**src/bdpc_pkg.sv**
```systemverilog
// Shared types and constants for the button debounce and press classifier.
// Holds the per-button state entry, the configuration bundle and the codes.
// No dependencies; every other file of the block imports this package.
`timescale 1ns / 1ps

package bdpc_pkg;

    // Field widths fixed by the interface
    localparam int TIME_W      = 32;
    localparam int CNT_W       = 4;
    localparam int HOLD_W      = 16;
    localparam int MASK_W      = 2;
    localparam int KIND_W      = 2;
    localparam int CFG_IDX_W   = 3;
    localparam int CFG_DATA_W  = 16;
    localparam int IN_TDATA_W  = 40;
    localparam int OUT_TDATA_W = 8;

    // Register indexes of the configuration port
    typedef enum logic [CFG_IDX_W-1:0] {
        CFG_DEBOUNCE  = 3'd0,
        CFG_LONG_HOLD = 3'd1,
        CFG_VLONG     = 3'd2,
        CFG_MIN_SHORT = 3'd3,
        CFG_MASK      = 3'd4
    } cfg_idx_t;

    // Event kinds reported on the output
    typedef enum logic [KIND_W-1:0] {
        EV_SHORT = 2'd0,
        EV_LONG  = 2'd1,
        EV_VLONG = 2'd2
    } event_kind_t;

    // Reset values of the configuration registers
    localparam logic [CNT_W-1:0]  DEBOUNCE_RST  = 4'd5;
    localparam logic [HOLD_W-1:0] LONG_RST      = 16'd2000;
    localparam logic [HOLD_W-1:0] VLONG_RST     = 16'd3000;
    localparam logic [HOLD_W-1:0] MIN_SHORT_RST = 16'd50;
    localparam logic [MASK_W-1:0] MASK_RST      = 2'd2;

    // Configuration bundle seen by the datapath
    typedef struct packed {
        logic [CNT_W-1:0]  settle_count;
        logic [HOLD_W-1:0] long_hold_ms;
        logic [HOLD_W-1:0] very_long_hold_ms;
        logic [HOLD_W-1:0] min_short_ms;
        logic [MASK_W-1:0] vlong_as_short_mask;
    } cfg_t;

    // One button's state as kept in the state memory
    typedef struct packed {
        logic              stable_pressed;
        logic              previous_raw;
        logic [CNT_W-1:0]  run_count;
        logic [TIME_W-1:0] press_time;
        logic              long_done;
        logic              very_long_done;
    } btn_entry_t;

endpackage

```
**src/bdpc_cfg.sv**
```systemverilog
// Configuration register file of the press classifier.
// Decodes indexed writes into the thresholds, debounce count and mask.
// Depends on bdpc_pkg.
`timescale 1ns / 1ps

module bdpc_cfg
(
    input  logic                             clk,
    input  logic                             rst_n,
    input  logic                             cfg_valid,
    output logic                             cfg_ready,
    input  logic [bdpc_pkg::CFG_IDX_W-1:0]   cfg_index,
    input  logic [bdpc_pkg::CFG_DATA_W-1:0]  cfg_data,
    output bdpc_pkg::cfg_t                   cfg
);
    import bdpc_pkg::*;

    cfg_t cfg_reg;

    // Always take a write beat
    assign cfg_ready = 1'b1;
    assign cfg      = cfg_reg;

    // Decode the register index; drop writes to unknown indexes
    always_ff @(posedge clk or negedge rst_n)
    begin
        if (!rst_n)
        begin
            cfg_reg.settle_count        <= DEBOUNCE_RST;
            cfg_reg.long_hold_ms        <= LONG_RST;
            cfg_reg.very_long_hold_ms   <= VLONG_RST;
            cfg_reg.min_short_ms        <= MIN_SHORT_RST;
            cfg_reg.vlong_as_short_mask <= MASK_RST;
        end
        else if (cfg_valid && cfg_ready)
        begin
            unique case (cfg_idx_t'(cfg_index))
                CFG_DEBOUNCE:  cfg_reg.settle_count        <= cfg_data[CNT_W-1:0];
                CFG_LONG_HOLD: cfg_reg.long_hold_ms        <= cfg_data[HOLD_W-1:0];
                CFG_VLONG:     cfg_reg.very_long_hold_ms   <= cfg_data[HOLD_W-1:0];
                CFG_MIN_SHORT: cfg_reg.min_short_ms        <= cfg_data[HOLD_W-1:0];
                CFG_MASK:      cfg_reg.vlong_as_short_mask <= cfg_data[MASK_W-1:0];
                default:       ;
            endcase
        end
    end

endmodule

```
**src/bdpc_mem.sv**
```systemverilog
// Per-button state memory: one write port, one registered read port.
// Entry valid bits clear at reset so an unwritten entry reads as all zeros.
// Depends on bdpc_pkg.
`timescale 1ns / 1ps

module bdpc_mem #(
    parameter  int NUM_BUTTONS = 2,
    localparam int ADDR_W      = (NUM_BUTTONS > 1) ? $clog2(NUM_BUTTONS) : 1
)
(
    input  logic                   clk,
    input  logic                   rst_n,
    input  logic                   rd_en,
    input  logic [ADDR_W-1:0]      rd_addr,
    output bdpc_pkg::btn_entry_t   rd_data,
    input  logic                   wr_en,
    input  logic [ADDR_W-1:0]      wr_addr,
    input  bdpc_pkg::btn_entry_t   wr_data
);
    import bdpc_pkg::*;

    btn_entry_t             mem [NUM_BUTTONS];
    btn_entry_t             rd_data_reg;
    logic [NUM_BUTTONS-1:0] vld_reg;
    logic                   rd_vld_reg;

    // Write the array and register the read data
    always_ff @(posedge clk)
    begin
        if (wr_en)
        begin
            mem[wr_addr] <= wr_data;
        end
        if (rd_en)
        begin
            rd_data_reg <= mem[rd_addr];
        end
    end

    // Track which entries hold written data
    always_ff @(posedge clk or negedge rst_n)
    begin
        if (!rst_n)
        begin
            vld_reg    <= '0;
            rd_vld_reg <= 1'b0;
        end
        else
        begin
            if (wr_en)
            begin
                vld_reg[wr_addr] <= 1'b1;
            end
            if (rd_en)
            begin
                rd_vld_reg <= vld_reg[rd_addr];
            end
        end
    end

    // Present the reset state for entries never written
    assign rd_data = rd_vld_reg ? rd_data_reg : '0;

endmodule

```
**src/button_debounce_press_classifier.sv**
```systemverilog
// Button debouncer and press classifier. Takes one pin sample per beat and
// returns at most one short, long or very-long press event per sample, in
// sample order. A sample is accepted every cycle while the output side keeps
// up; its event is loaded into the output register when the update stage advances.
// The path runs through the registered read of the per-button state memory,
// issued at the accepting edge, and the output register that the update stage
// loads while it writes the entry back; a sample of the same button read in
// that same cycle takes the written entry by forwarding. State entries are
// cleared at reset by valid bits, so no clearing pass is needed. Depends on
// bdpc_pkg, bdpc_cfg and bdpc_mem.
`timescale 1ns / 1ps

module button_debounce_press_classifier #(
    parameter int NUM_BUTTONS = 2
)
(
    input  logic                                clk,
    input  logic                                rst_n,
    // Sample stream
    input  logic                                s_tvalid,
    output logic                                s_tready,
    input  logic [bdpc_pkg::IN_TDATA_W-1:0]     s_tdata,   // [0] pin_level, [32:1] now_ms
    input  logic                                s_tuser,   // [0] button
    // Event stream
    output logic                                m_tvalid,
    input  logic                                m_tready,
    output logic [bdpc_pkg::OUT_TDATA_W-1:0]    m_tdata,   // [1:0] event_kind
    output logic                                m_tuser,   // [0] event_button
    // Configuration writes
    input  logic                                cfg_valid,
    output logic                                cfg_ready,
    input  logic [bdpc_pkg::CFG_IDX_W-1:0]      cfg_index,
    input  logic [bdpc_pkg::CFG_DATA_W-1:0]     cfg_data
);
    import bdpc_pkg::*;

    localparam int ADDR_W = (NUM_BUTTONS > 1) ? $clog2(NUM_BUTTONS) : 1;

    cfg_t              cfg;

    logic              in_button;
    logic              in_pin;
    logic [TIME_W-1:0] in_now;
    logic              in_range;
    logic              s_accept;
    logic              out_free;

    logic              rd_en;
    logic [ADDR_W-1:0] rd_addr;
    btn_entry_t        rd_data;
    logic              wr_en;
    logic [ADDR_W-1:0] wr_addr;
    btn_entry_t        wr_data;

    logic              s1_valid_reg;
    logic              s1_button_reg;
    logic              s1_pin_reg;
    logic [TIME_W-1:0] s1_now_reg;
    logic              byp_valid_reg;
    btn_entry_t        byp_data_reg;

    btn_entry_t        cur;
    btn_entry_t        nxt;
    logic              raw;
    logic [TIME_W-1:0] held;
    logic              hit_long;
    logic              hit_vlong;
    logic              hit_short;
    logic              do_hold;
    logic              s1_fire;
    event_kind_t       s1_kind;

    logic              m_valid_reg;
    event_kind_t       m_kind_reg;
    logic              m_button_reg;

    bdpc_cfg u_cfg
    (
        .clk       (clk),
        .rst_n     (rst_n),
        .cfg_valid (cfg_valid),
        .cfg_ready (cfg_ready),
        .cfg_index (cfg_index),
        .cfg_data  (cfg_data),
        .cfg       (cfg)
    );

    bdpc_mem #(
        .NUM_BUTTONS (NUM_BUTTONS)
    ) u_mem
    (
        .clk     (clk),
        .rst_n   (rst_n),
        .rd_en   (rd_en),
        .rd_addr (rd_addr),
        .rd_data (rd_data),
        .wr_en   (wr_en),
        .wr_addr (wr_addr),
        .wr_data (wr_data)
    );

    // Unpack the sample beat
    assign in_button = s_tuser;
    assign in_pin    = s_tdata[0];
    assign in_now    = s_tdata[TIME_W:1];
    assign in_range  = int'(in_button) < NUM_BUTTONS;

    // Handshake: advance the update stage whenever the output register frees
    assign out_free = !m_valid_reg || m_tready;
    assign s_tready = !s1_valid_reg || out_free;
    assign s_accept = s_tvalid && s_tready;

    // Issue the state read for an in-range sample
    assign rd_en   = s_accept && in_range;
    assign rd_addr = ADDR_W'(in_button);

    // Write back the updated entry as the stage advances
    assign wr_en   = s1_valid_reg && out_free;
    assign wr_addr = ADDR_W'(s1_button_reg);
    assign wr_data = nxt;

    // Update stage control; flag a same-button read that misses the write
    always_ff @(posedge clk or negedge rst_n)
    begin
        if (!rst_n)
        begin
            s1_valid_reg  <= 1'b0;
            byp_valid_reg <= 1'b0;
        end
        else if (s_tready)
        begin
            s1_valid_reg  <= rd_en;
            byp_valid_reg <= rd_en && wr_en && (wr_addr == rd_addr);
        end
    end

    // Update stage payload and forwarded entry
    always_ff @(posedge clk)
    begin
        if (s_accept)
        begin
            s1_button_reg <= in_button;
            s1_pin_reg    <= in_pin;
            s1_now_reg    <= in_now;
        end
        if (wr_en)
        begin
            byp_data_reg <= wr_data;
        end
    end

    // Pick the freshest copy of the entry
    assign cur = byp_valid_reg ? byp_data_reg : rd_data;

    // Hold time and threshold compares
    assign raw       = ~s1_pin_reg;
    assign held      = s1_now_reg - cur.press_time;
    assign hit_long  = held >= TIME_W'(cfg.long_hold_ms);
    assign hit_vlong = held >= TIME_W'(cfg.very_long_hold_ms);
    assign hit_short = held >= TIME_W'(cfg.min_short_ms);

    // Debounce, press tracking and event selection
    always_comb
    begin
        nxt     = cur;
        s1_fire = 1'b0;
        s1_kind = EV_SHORT;
        do_hold = 1'b0;

        if (raw == cur.previous_raw)
        begin
            if (cur.run_count < cfg.settle_count)
            begin
                nxt.run_count = cur.run_count + 1'b1;
            end
        end
        else
        begin
            nxt.run_count = '0;
        end
        nxt.previous_raw = raw;

        if (nxt.run_count < cfg.settle_count)
        begin
            // Level still settling: keep checking the hold of a press
            do_hold = cur.stable_pressed;
        end
        else
        begin
            nxt.stable_pressed = raw;
            if (raw && !cur.stable_pressed)
            begin
                nxt.press_time     = s1_now_reg;
                nxt.long_done      = 1'b0;
                nxt.very_long_done = 1'b0;
            end
            else if (raw && cur.stable_pressed)
            begin
                do_hold = 1'b1;
            end
            else if (!raw && cur.stable_pressed)
            begin
                if (!cur.long_done && !cur.very_long_done && hit_short)
                begin
                    s1_fire = 1'b1;
                    s1_kind = EV_SHORT;
                end
            end
        end

        // Fire very-long first, else long, each once per press
        if (do_hold)
        begin
            if (hit_vlong && !cur.very_long_done)
            begin
                nxt.very_long_done = 1'b1;
                s1_fire            = 1'b1;
                s1_kind            = cfg.vlong_as_short_mask[s1_button_reg] ? EV_SHORT
                                                                            : EV_VLONG;
            end
            else if (hit_long && !cur.long_done)
            begin
                nxt.long_done = 1'b1;
                s1_fire       = 1'b1;
                s1_kind       = EV_LONG;
            end
        end
    end

    // Output register control
    always_ff @(posedge clk or negedge rst_n)
    begin
        if (!rst_n)
        begin
            m_valid_reg <= 1'b0;
        end
        else if (out_free)
        begin
            m_valid_reg <= s1_valid_reg && s1_fire;
        end
    end

    // Output register payload
    always_ff @(posedge clk)
    begin
        if (out_free && s1_valid_reg && s1_fire)
        begin
            m_kind_reg   <= s1_kind;
            m_button_reg <= s1_button_reg;
        end
    end

    assign m_tvalid = m_valid_reg;
    assign m_tdata  = {{(OUT_TDATA_W-KIND_W){1'b0}}, m_kind_reg};
    assign m_tuser  = m_button_reg;

    // A forwarded entry always belongs to the item in the update stage
    a_byp_has_item: assert property (@(posedge clk) disable iff (!rst_n)
        byp_valid_reg |-> s1_valid_reg)
        else $error("forwarded entry without an item in the update stage");

    // A stalled update stage keeps its item
    a_s1_holds: assert property (@(posedge clk) disable iff (!rst_n)
        s1_valid_reg && !s_tready |=> s1_valid_reg)
        else $error("update stage lost its item while stalled");

    // A long event marks the press as long-fired in the written entry
    a_long_marks: assert property (@(posedge clk) disable iff (!rst_n)
        wr_en && s1_fire && (s1_kind == EV_LONG) |-> wr_data.long_done)
        else $error("long event without long flag written back");

    // A delivered event comes from a fired item in the previous cycle
    a_event_source: assert property (@(posedge clk) disable iff (!rst_n)
        $rose(m_tvalid) |-> $past(s1_valid_reg && s1_fire))
        else $error("event appeared without a fired item");

endmodule

```
**config.mk**
```make
export PLATFORM = sky130hd
export DESIGN_NAME = button_debounce_press_classifier
export DESIGN_NICKNAME = d
export VERILOG_FILES = /design/src/bdpc_pkg.sv /design/src/bdpc_cfg.sv /design/src/bdpc_mem.sv /design/src/button_debounce_press_classifier.sv
export SDC_FILE = /design/constraint.sdc
export NUM_CORES = 1
export LEC_CHECK = 0
export BUFFER_PORTS_ARGS = -buffer_cell sky130_fd_sc_hd__buf_2
export CAP_MARGIN = 30
export CORE_ASPECT_RATIO = 0.9
export CORE_UTILIZATION = 30
export DETAILED_ROUTE_END_ITERATION = 10
export PLACE_DENSITY = 0.49
export SYNTH_ARGS = -nofsm -noshare
export SYNTH_HDL_FRONTEND = slang
export SYNTH_HIERARCHICAL = 1
export SYNTH_SLANG_ARGS = --single-unit
```
**constraint.sdc**
```tcl
create_clock -name clk -period 4.3 [get_ports clk]
set_input_delay 0.43 -clock clk [delete_from_list [all_inputs] [get_ports clk]]
set_output_delay 0.43 -clock clk [all_outputs]
set_load 0.01 [all_outputs]
```
Word level (Yosys, flattened, before mapping)
Memory sizes are Yosys's and may differ from the RTL's. A register that Yosys moved wholly into a read port is not among the register bits.
Index checks and enable logic that the tools add are counted.
Widths: inputs -> output; s select.
{"block": "word_totals", "ram_bits": 80, "word_cells": 100, "memories": 1, "input_bits": 65, "out_inout_bits": 12, "reg_bits": 137}
{"name": "u_mem.mem", "words": 2, "word_bits": 40, "read_ports": 1, "rd_clocked_by_memory_dff": 1, "wr": 1, "line_no": "bdpc_mem.sv:22", "text": "btn_entry_t mem [NUM_BUTTONS];"}
{"block": "classes", "add_sub_neg": 2, "n_eq_ne": 6, "n_mux": 33, "bitwise_logic": 2, "n_lt_le_gt_ge": 8, "n_reduce_logical": 27}
{"cell": "$ge 32x16->1", "n": 3}
{"cell": "$mux 40", "n": 2}
{"cell": "$mux 34", "n": 2}
{"cell": "$sub 32x32->32", "n": 1}
{"cell": "$mux 1", "n": 23}
{"cell": "$logic_and 1x1->1", "n": 14}
{"cell": "$reduce_and 2->1", "n": 5}
{"cell": "$lt 4x4->1", "n": 2}
{"cell": "$mux 4", "n": 2}
{"cell": "$eq 3x2->1 const B", "n": 2}
{"cell": "$mux 2", "n": 3}
{"cell": "$logic_not 1->1", "n": 5}
{"cell": "$add 4x1->4 const B", "n": 1}
{"cell": "$lt 1x2->1 const B", "n": 2}
{"cell": "$eq 3x1->1 const B", "n": 1}
{"cell": "$eq 3x3->1 const B", "n": 1}
{"cell": "$logic_not 3->1", "n": 1}
{"cell": "$eq 1x1->1", "n": 2}
{"cell": "$logic_or 1x1->1", "n": 2}
{"cell": "$or 2x2->2", "n": 1}
{"cell": "$demux 1 s1", "n": 1}
{"cell": "$ge 1x1->1 const B", "n": 1}
{"cell": "$not 1->1", "n": 1}

Depth between registers and ports, before layout
{"block": "depth", "depth_word": 14, "depth_mapped": 22, "mapped_depth_nobuf": 21}

Hierarchy
The synthesis kept the hierarchy.
{"mod": "button_debounce_press_classifier", "cells_each": 693, "n_inst": 1, "area_per_inst_um2": 6849.1, "seq_area_each_um2": 2387.3}
{"mod": "bdpc_mem", "cells_each": 219, "n_inst": 1, "area_per_inst_um2": 4505.6, "seq_area_each_um2": 3678.5}
{"mod": "bdpc_cfg", "cells_each": 120, "n_inst": 1, "area_per_inst_um2": 2137.0, "seq_area_each_um2": 1375.1}

Worst setup path after synthesis
OpenSTA, ideal clock, no wires.
{"block": "synth_path", "kind": "register -> register", "start": "register m_valid_reg (netlist: m_tvalid)", "end": "memory u_mem/mem[0][0] (netlist bit), enable pin", "required_time_ps": 3858, "stages_incl_launch_ff": 4, "setup_time_ps": 442, "synth_period_minus_slack_ps": 4721, "path_buffers": 0, "arrival_time_ps": 4278, "path_slack_ps": -421, "cell_sequence": "dfrtp_1 > nor2b_1 > nor2_1 > nor2b_1"}
{"block": "synth_via", "elab_chain_cells": 5}
{"element": "start, declared", "line_no": "button_debounce_press_classifier.sv:73", "text": "logic m_valid_reg;"}
{"element": "start signal, assigned", "line_no": "button_debounce_press_classifier.sv:239", "text": "m_valid_reg <= s1_valid_reg && s1_fire;"}
{"element": "$logic_not 1->1", "line_no": "button_debounce_press_classifier.sv:109", "text": "assign out_free = !m_valid_reg || m_tready;"}
{"element": "$logic_or 1x1->1", "line_no": "button_debounce_press_classifier.sv:109"}
{"element": "$logic_and 1x1->1", "line_no": "button_debounce_press_classifier.sv:118", "text": "assign wr_en = s1_valid_reg && out_free;"}
{"element": "via wr_en", "line_no": "button_debounce_press_classifier.sv:51", "text": "logic wr_en;"}
{"element": "$mux 1", "line_no": "bdpc_mem.sv:30", "text": "if (wr_en)"}
{"element": "$mux 1 (not written as such)", "line_no": "bdpc_mem.sv:32", "text": "mem[wr_addr] <= wr_data;"}
{"element": "end, declared", "line_no": "bdpc_mem.sv:22"}
The timed path passes the listed nets, and every way through them passes these cells.

==> impl_metrics.env <==
export IMPL_status="finished with violations"
export IMPL_violations="setup timing"
export IMPL_largest_reg_flops=80
export IMPL_dp_hpwl_um=21800
export IMPL_ys_seq_area_share_pct=55.2
export IMPL_ys_ff_latch=257
export IMPL_numClockSinks=257
export IMPL_post_drt_wl_per_cell_um=16.8
export IMPL_power_density_nw_per_um2=627
export IMPL_antenna_left=0
export IMPL_async_flop_share_pct=23.3
export IMPL_rsz0062_at_grt="true"
export IMPL_period_share_pct=100
export IMPL_start_kind="register"
export IMPL_track_usage_pct=13.5
export IMPL_drt_wl_total_um=31000
export IMPL_fin_nets=1378
export IMPL_grt_ovfl_total=0
export IMPL_cts_hold_buf=0
export IMPL_synth_edff_count=197
export IMPL_cp_data_arrival_time_ns=4.61
export IMPL_path_delay_family="compound AO/OA/AOI/OAI gates"
export IMPL_pin_count=77
export IMPL_insertion_delay_ns=0.56
export IMPL_clkTransAtPathRegs_ns=0.06
export IMPL_p_leak_nw=6.71
export IMPL_crit_buf_inv=3
export IMPL_critPathKind="register to register"
export IMPL_top_layer_used="met4"
export IMPL_grt_max_degree=61
export IMPL_initialDrtViolationCount=378
export IMPL_grt_pass1_wl_um=48500
export IMPL_fmax_mhz=232
export IMPL_slew_violations=0
export IMPL_remaining_drc_errors=0
export IMPL_worst_pin_slew_ns=0.889
export IMPL_layout_drive_gt1_share_pct=39.4
export IMPL_period_needed_ns=4.31
export IMPL_syn_area_per_cell_um2=13.1
export IMPL_netlist_area_um2=13500
export IMPL_rr_worst_depth=21
export IMPL_viasPerCell=4.54
export IMPL_num_rows=73
export IMPL_reg2reg_slack_ns=-0.009
export IMPL_synth_cell_types=77
export IMPL_cts_path_max_buffers=3
export IMPL_vdd_ir_drop_worst_uv=291
export IMPL_cts_root_buf="clkbuf_16"
export IMPL_areaGrowthSynthToFinish_pct=26.3
export IMPL_hold_viol_final=0
export IMPL_dr_wl_met2_um=14100
export IMPL_drv_cap=0
export IMPL_drt_met1_wl_um=15300
export IMPL_cts_inserted_buffers=30
export IMPL_die_h_um=203
export IMPL_dr_pass1_iters=4
export IMPL_r2r_end="m_kind_reg[0]"
export IMPL_via_count=8386
export IMPL_place_ws_ns=-0.488
export IMPL_cpPeakStageDelay_ns=0.45
export IMPL_critPathCaptureType="register"
export IMPL_ys_flop_type="edfxtp_1"
export IMPL_route_met3_wl_um=1020
export IMPL_whs_ns=0.0349
export IMPL_hold_path_class="input port to async pin"
export IMPL_grt_pass1_vias=8589
export IMPL_setup_viol=3
export IMPL_crit_path_frequent_cell="buf_6"
export IMPL_h_tree_depth=1
export IMPL_yosys_warnings=6
export IMPL_numPortBuffers=62
export IMPL_die_area_um2=45800
export IMPL_place_gp_congestion=0.812
export IMPL_crit_chain="and2_4 -> mux2_4 -> ha_4 -> buf_6 -> nor2b_4 -> o21ai_4 -> o211ai_4 -> buf_6 -> xor2_4 -> ha_4 -> a21o_1 -> a21o_1 -> a21oi_2 -> o21ai_2 -> a2111oi_4 -> nor4_2 -> o31ai_1 -> nand3b_1 -> a22oi_2 -> buf_6 -> nor3_4"
export IMPL_worstPathMaxFanout=4
export IMPL_die_x_um=226
export IMPL_critPathSlowestCell="dfrtp_2"
export IMPL_required_ns=4.61
export IMPL_skew_ns=0.0105
export IMPL_antenna_found_initial=0
export IMPL_r2r_start="u_mem/rd_vld_reg"
export IMPL_diodes=0
export IMPL_fillCellCount=4270
export IMPL_start_util_pct=30.5
export IMPL_setup_ws_ns=-0.00911
export IMPL_core_area_um2=44300
export IMPL_syn_inst=1032
export IMPL_slew_headroom_pct=40.6
export IMPL_cts_tree="done"
## what timing repair did
item                       in CTS  in global routing
pin swaps                      36                 28
gates cloned                    0                  1
setup endpoints to repair      48                102
setup buffers                   3                  7
resized for setup              55                 79
## cell families (layout without fill, tap and decap cells)
| group | after synthesis | in the layout | synth area share, % |
|---|---|---|---|
| DFF | 257 | 257 | 55.2 |
| and+or+nand+nor | 222 | 222 | 9.35 |
| AOI/OAI and AO/OA | 185 | 185 | 9.33 |
| muxes | 139 | 139 | 11.7 |
| buffers and inverters | 108 | 319 | 4.15 |
| adders and majority gates | 89 | 89 | 8.31 |
| xor gates and xnor gates | 30 | 30 | 1.95 |
| other | 2 | 7 | 0.0557 |
## Yosys cell counts (all sizes together), types with 4 or more instances
cell type | number | area, µm²
dfstp | 19 | 499
mux2i | 40 | 413
clkbuf | 13 | 51.3
nand4 | 13 | 81.3
a211oi | 5 | 42.5
nor2b | 11 | 83.8
inv | 65 | 244
o211ai | 5 | 42.5
mux2 | 99 | 1170
buf | 30 | 264
a21oi | 88 | 527
a21o | 17 | 128
nor3 | 7 | 35.0
edfxtp | 197 | 5920
xor2 | 14 | 123
o31ai | 5 | 37.5
nand2 | 38 | 143
a31oi | 4 | 40.0
o21a | 7 | 52.6
nor2 | 64 | 305
ha | 88 | 1100
o21ai | 35 | 179
dfrtp | 41 | 1030
and2 | 44 | 275
nand3 | 12 | 65.1
xnor2 | 16 | 140
nand2b | 11 | 68.8
## worst max path at each step
stage	start	endpoint	slack [ns]	cells after the start
after floorplan	byp_valid_reg	m_kind_reg[0]	0.02	20
after global placement	u_mem/rd_vld_reg	m_kind_reg[1]	-0.36	20
after detailed placement	u_mem/rd_vld_reg	m_kind_reg[0]	-0.49	20
after CTS	u_mem/rd_vld_reg	m_kind_reg[0]	-0.06	23
after global routing	u_mem/rd_vld_reg	m_kind_reg[0]	-0.17	21
final	u_mem/rd_vld_reg	m_kind_reg[0]	-0.009	21
## routing by layer
layer | GRT usage (%) | vias to the layer above
met4 | 3.01 | 0
met2 | 21.5 | 102
met3 | 2.25 | 35
li1 | - | 4155
met1 | 19.2 | 4094
met5 | 0 | -
## power breakdown
group	leakage, nW	internal [W]	total (W)	switching (W)
Combinational	3.64	0.00211	0.00441	0.00231
Clock	0.510	0.00165	0.00265	0.00100
Sequential	2.56	0.00344	0.00363	0.000193
Total	6.71	0.00719	0.0107	0.00350
## area by class of cell
| cell class | instances | area (µm²) | share of cell area, % |
|---|---|---|---|
| sequential | 257 | 7440 | 43.7 |
| inverter | 65 | 244 | 1.43 |
| multi-input combinational | 672 | 6090 | 35.7 |
| timing repair buffer | 198 | 1480 | 8.67 |
| clock buffer | 41 | 833 | 4.89 |
| clock inverter | 15 | 204 | 1.20 |
| tap | 600 | 751 | 4.40 |
## metrics by stage
step	power, W	instance area, µm²	TNS (ns)	instances	util, %
finish	0.0107	17000	-0.0270	1848	38.5
global route	0.0114	17000	-1.08	1848	38.5
CTS	0.0104	16600	-0.201	1840	37.4
detailed placement	0.00749	15300	-4.88	1781	34.5
global placement	0.00742	15200	-3.02	1779	34.4
floorplan	0.00606	13500	0	1037	-
## cells in the final DEF (no fill, tap or decap), types with 19 or more instances in the layout
| master | count |
|---|---|
| a21oi_2 | 38 |
| buf_2 | 62 |
| a21oi_1 | 47 |
| edfxtp_1 | 197 |
| mux2i_1 | 27 |
| and2_1 | 41 |
| inv_1 | 65 |
| nand2_1 | 35 |
| clkbuf_16 | 32 |
| ha_1 | 77 |
| dfstp_2 | 19 |
| buf_4 | 121 |
| dfrtp_1 | 39 |
| mux2_2 | 75 |
| nor2_1 | 50 |
Note: power is estimated with default switching activity, not from simulation.
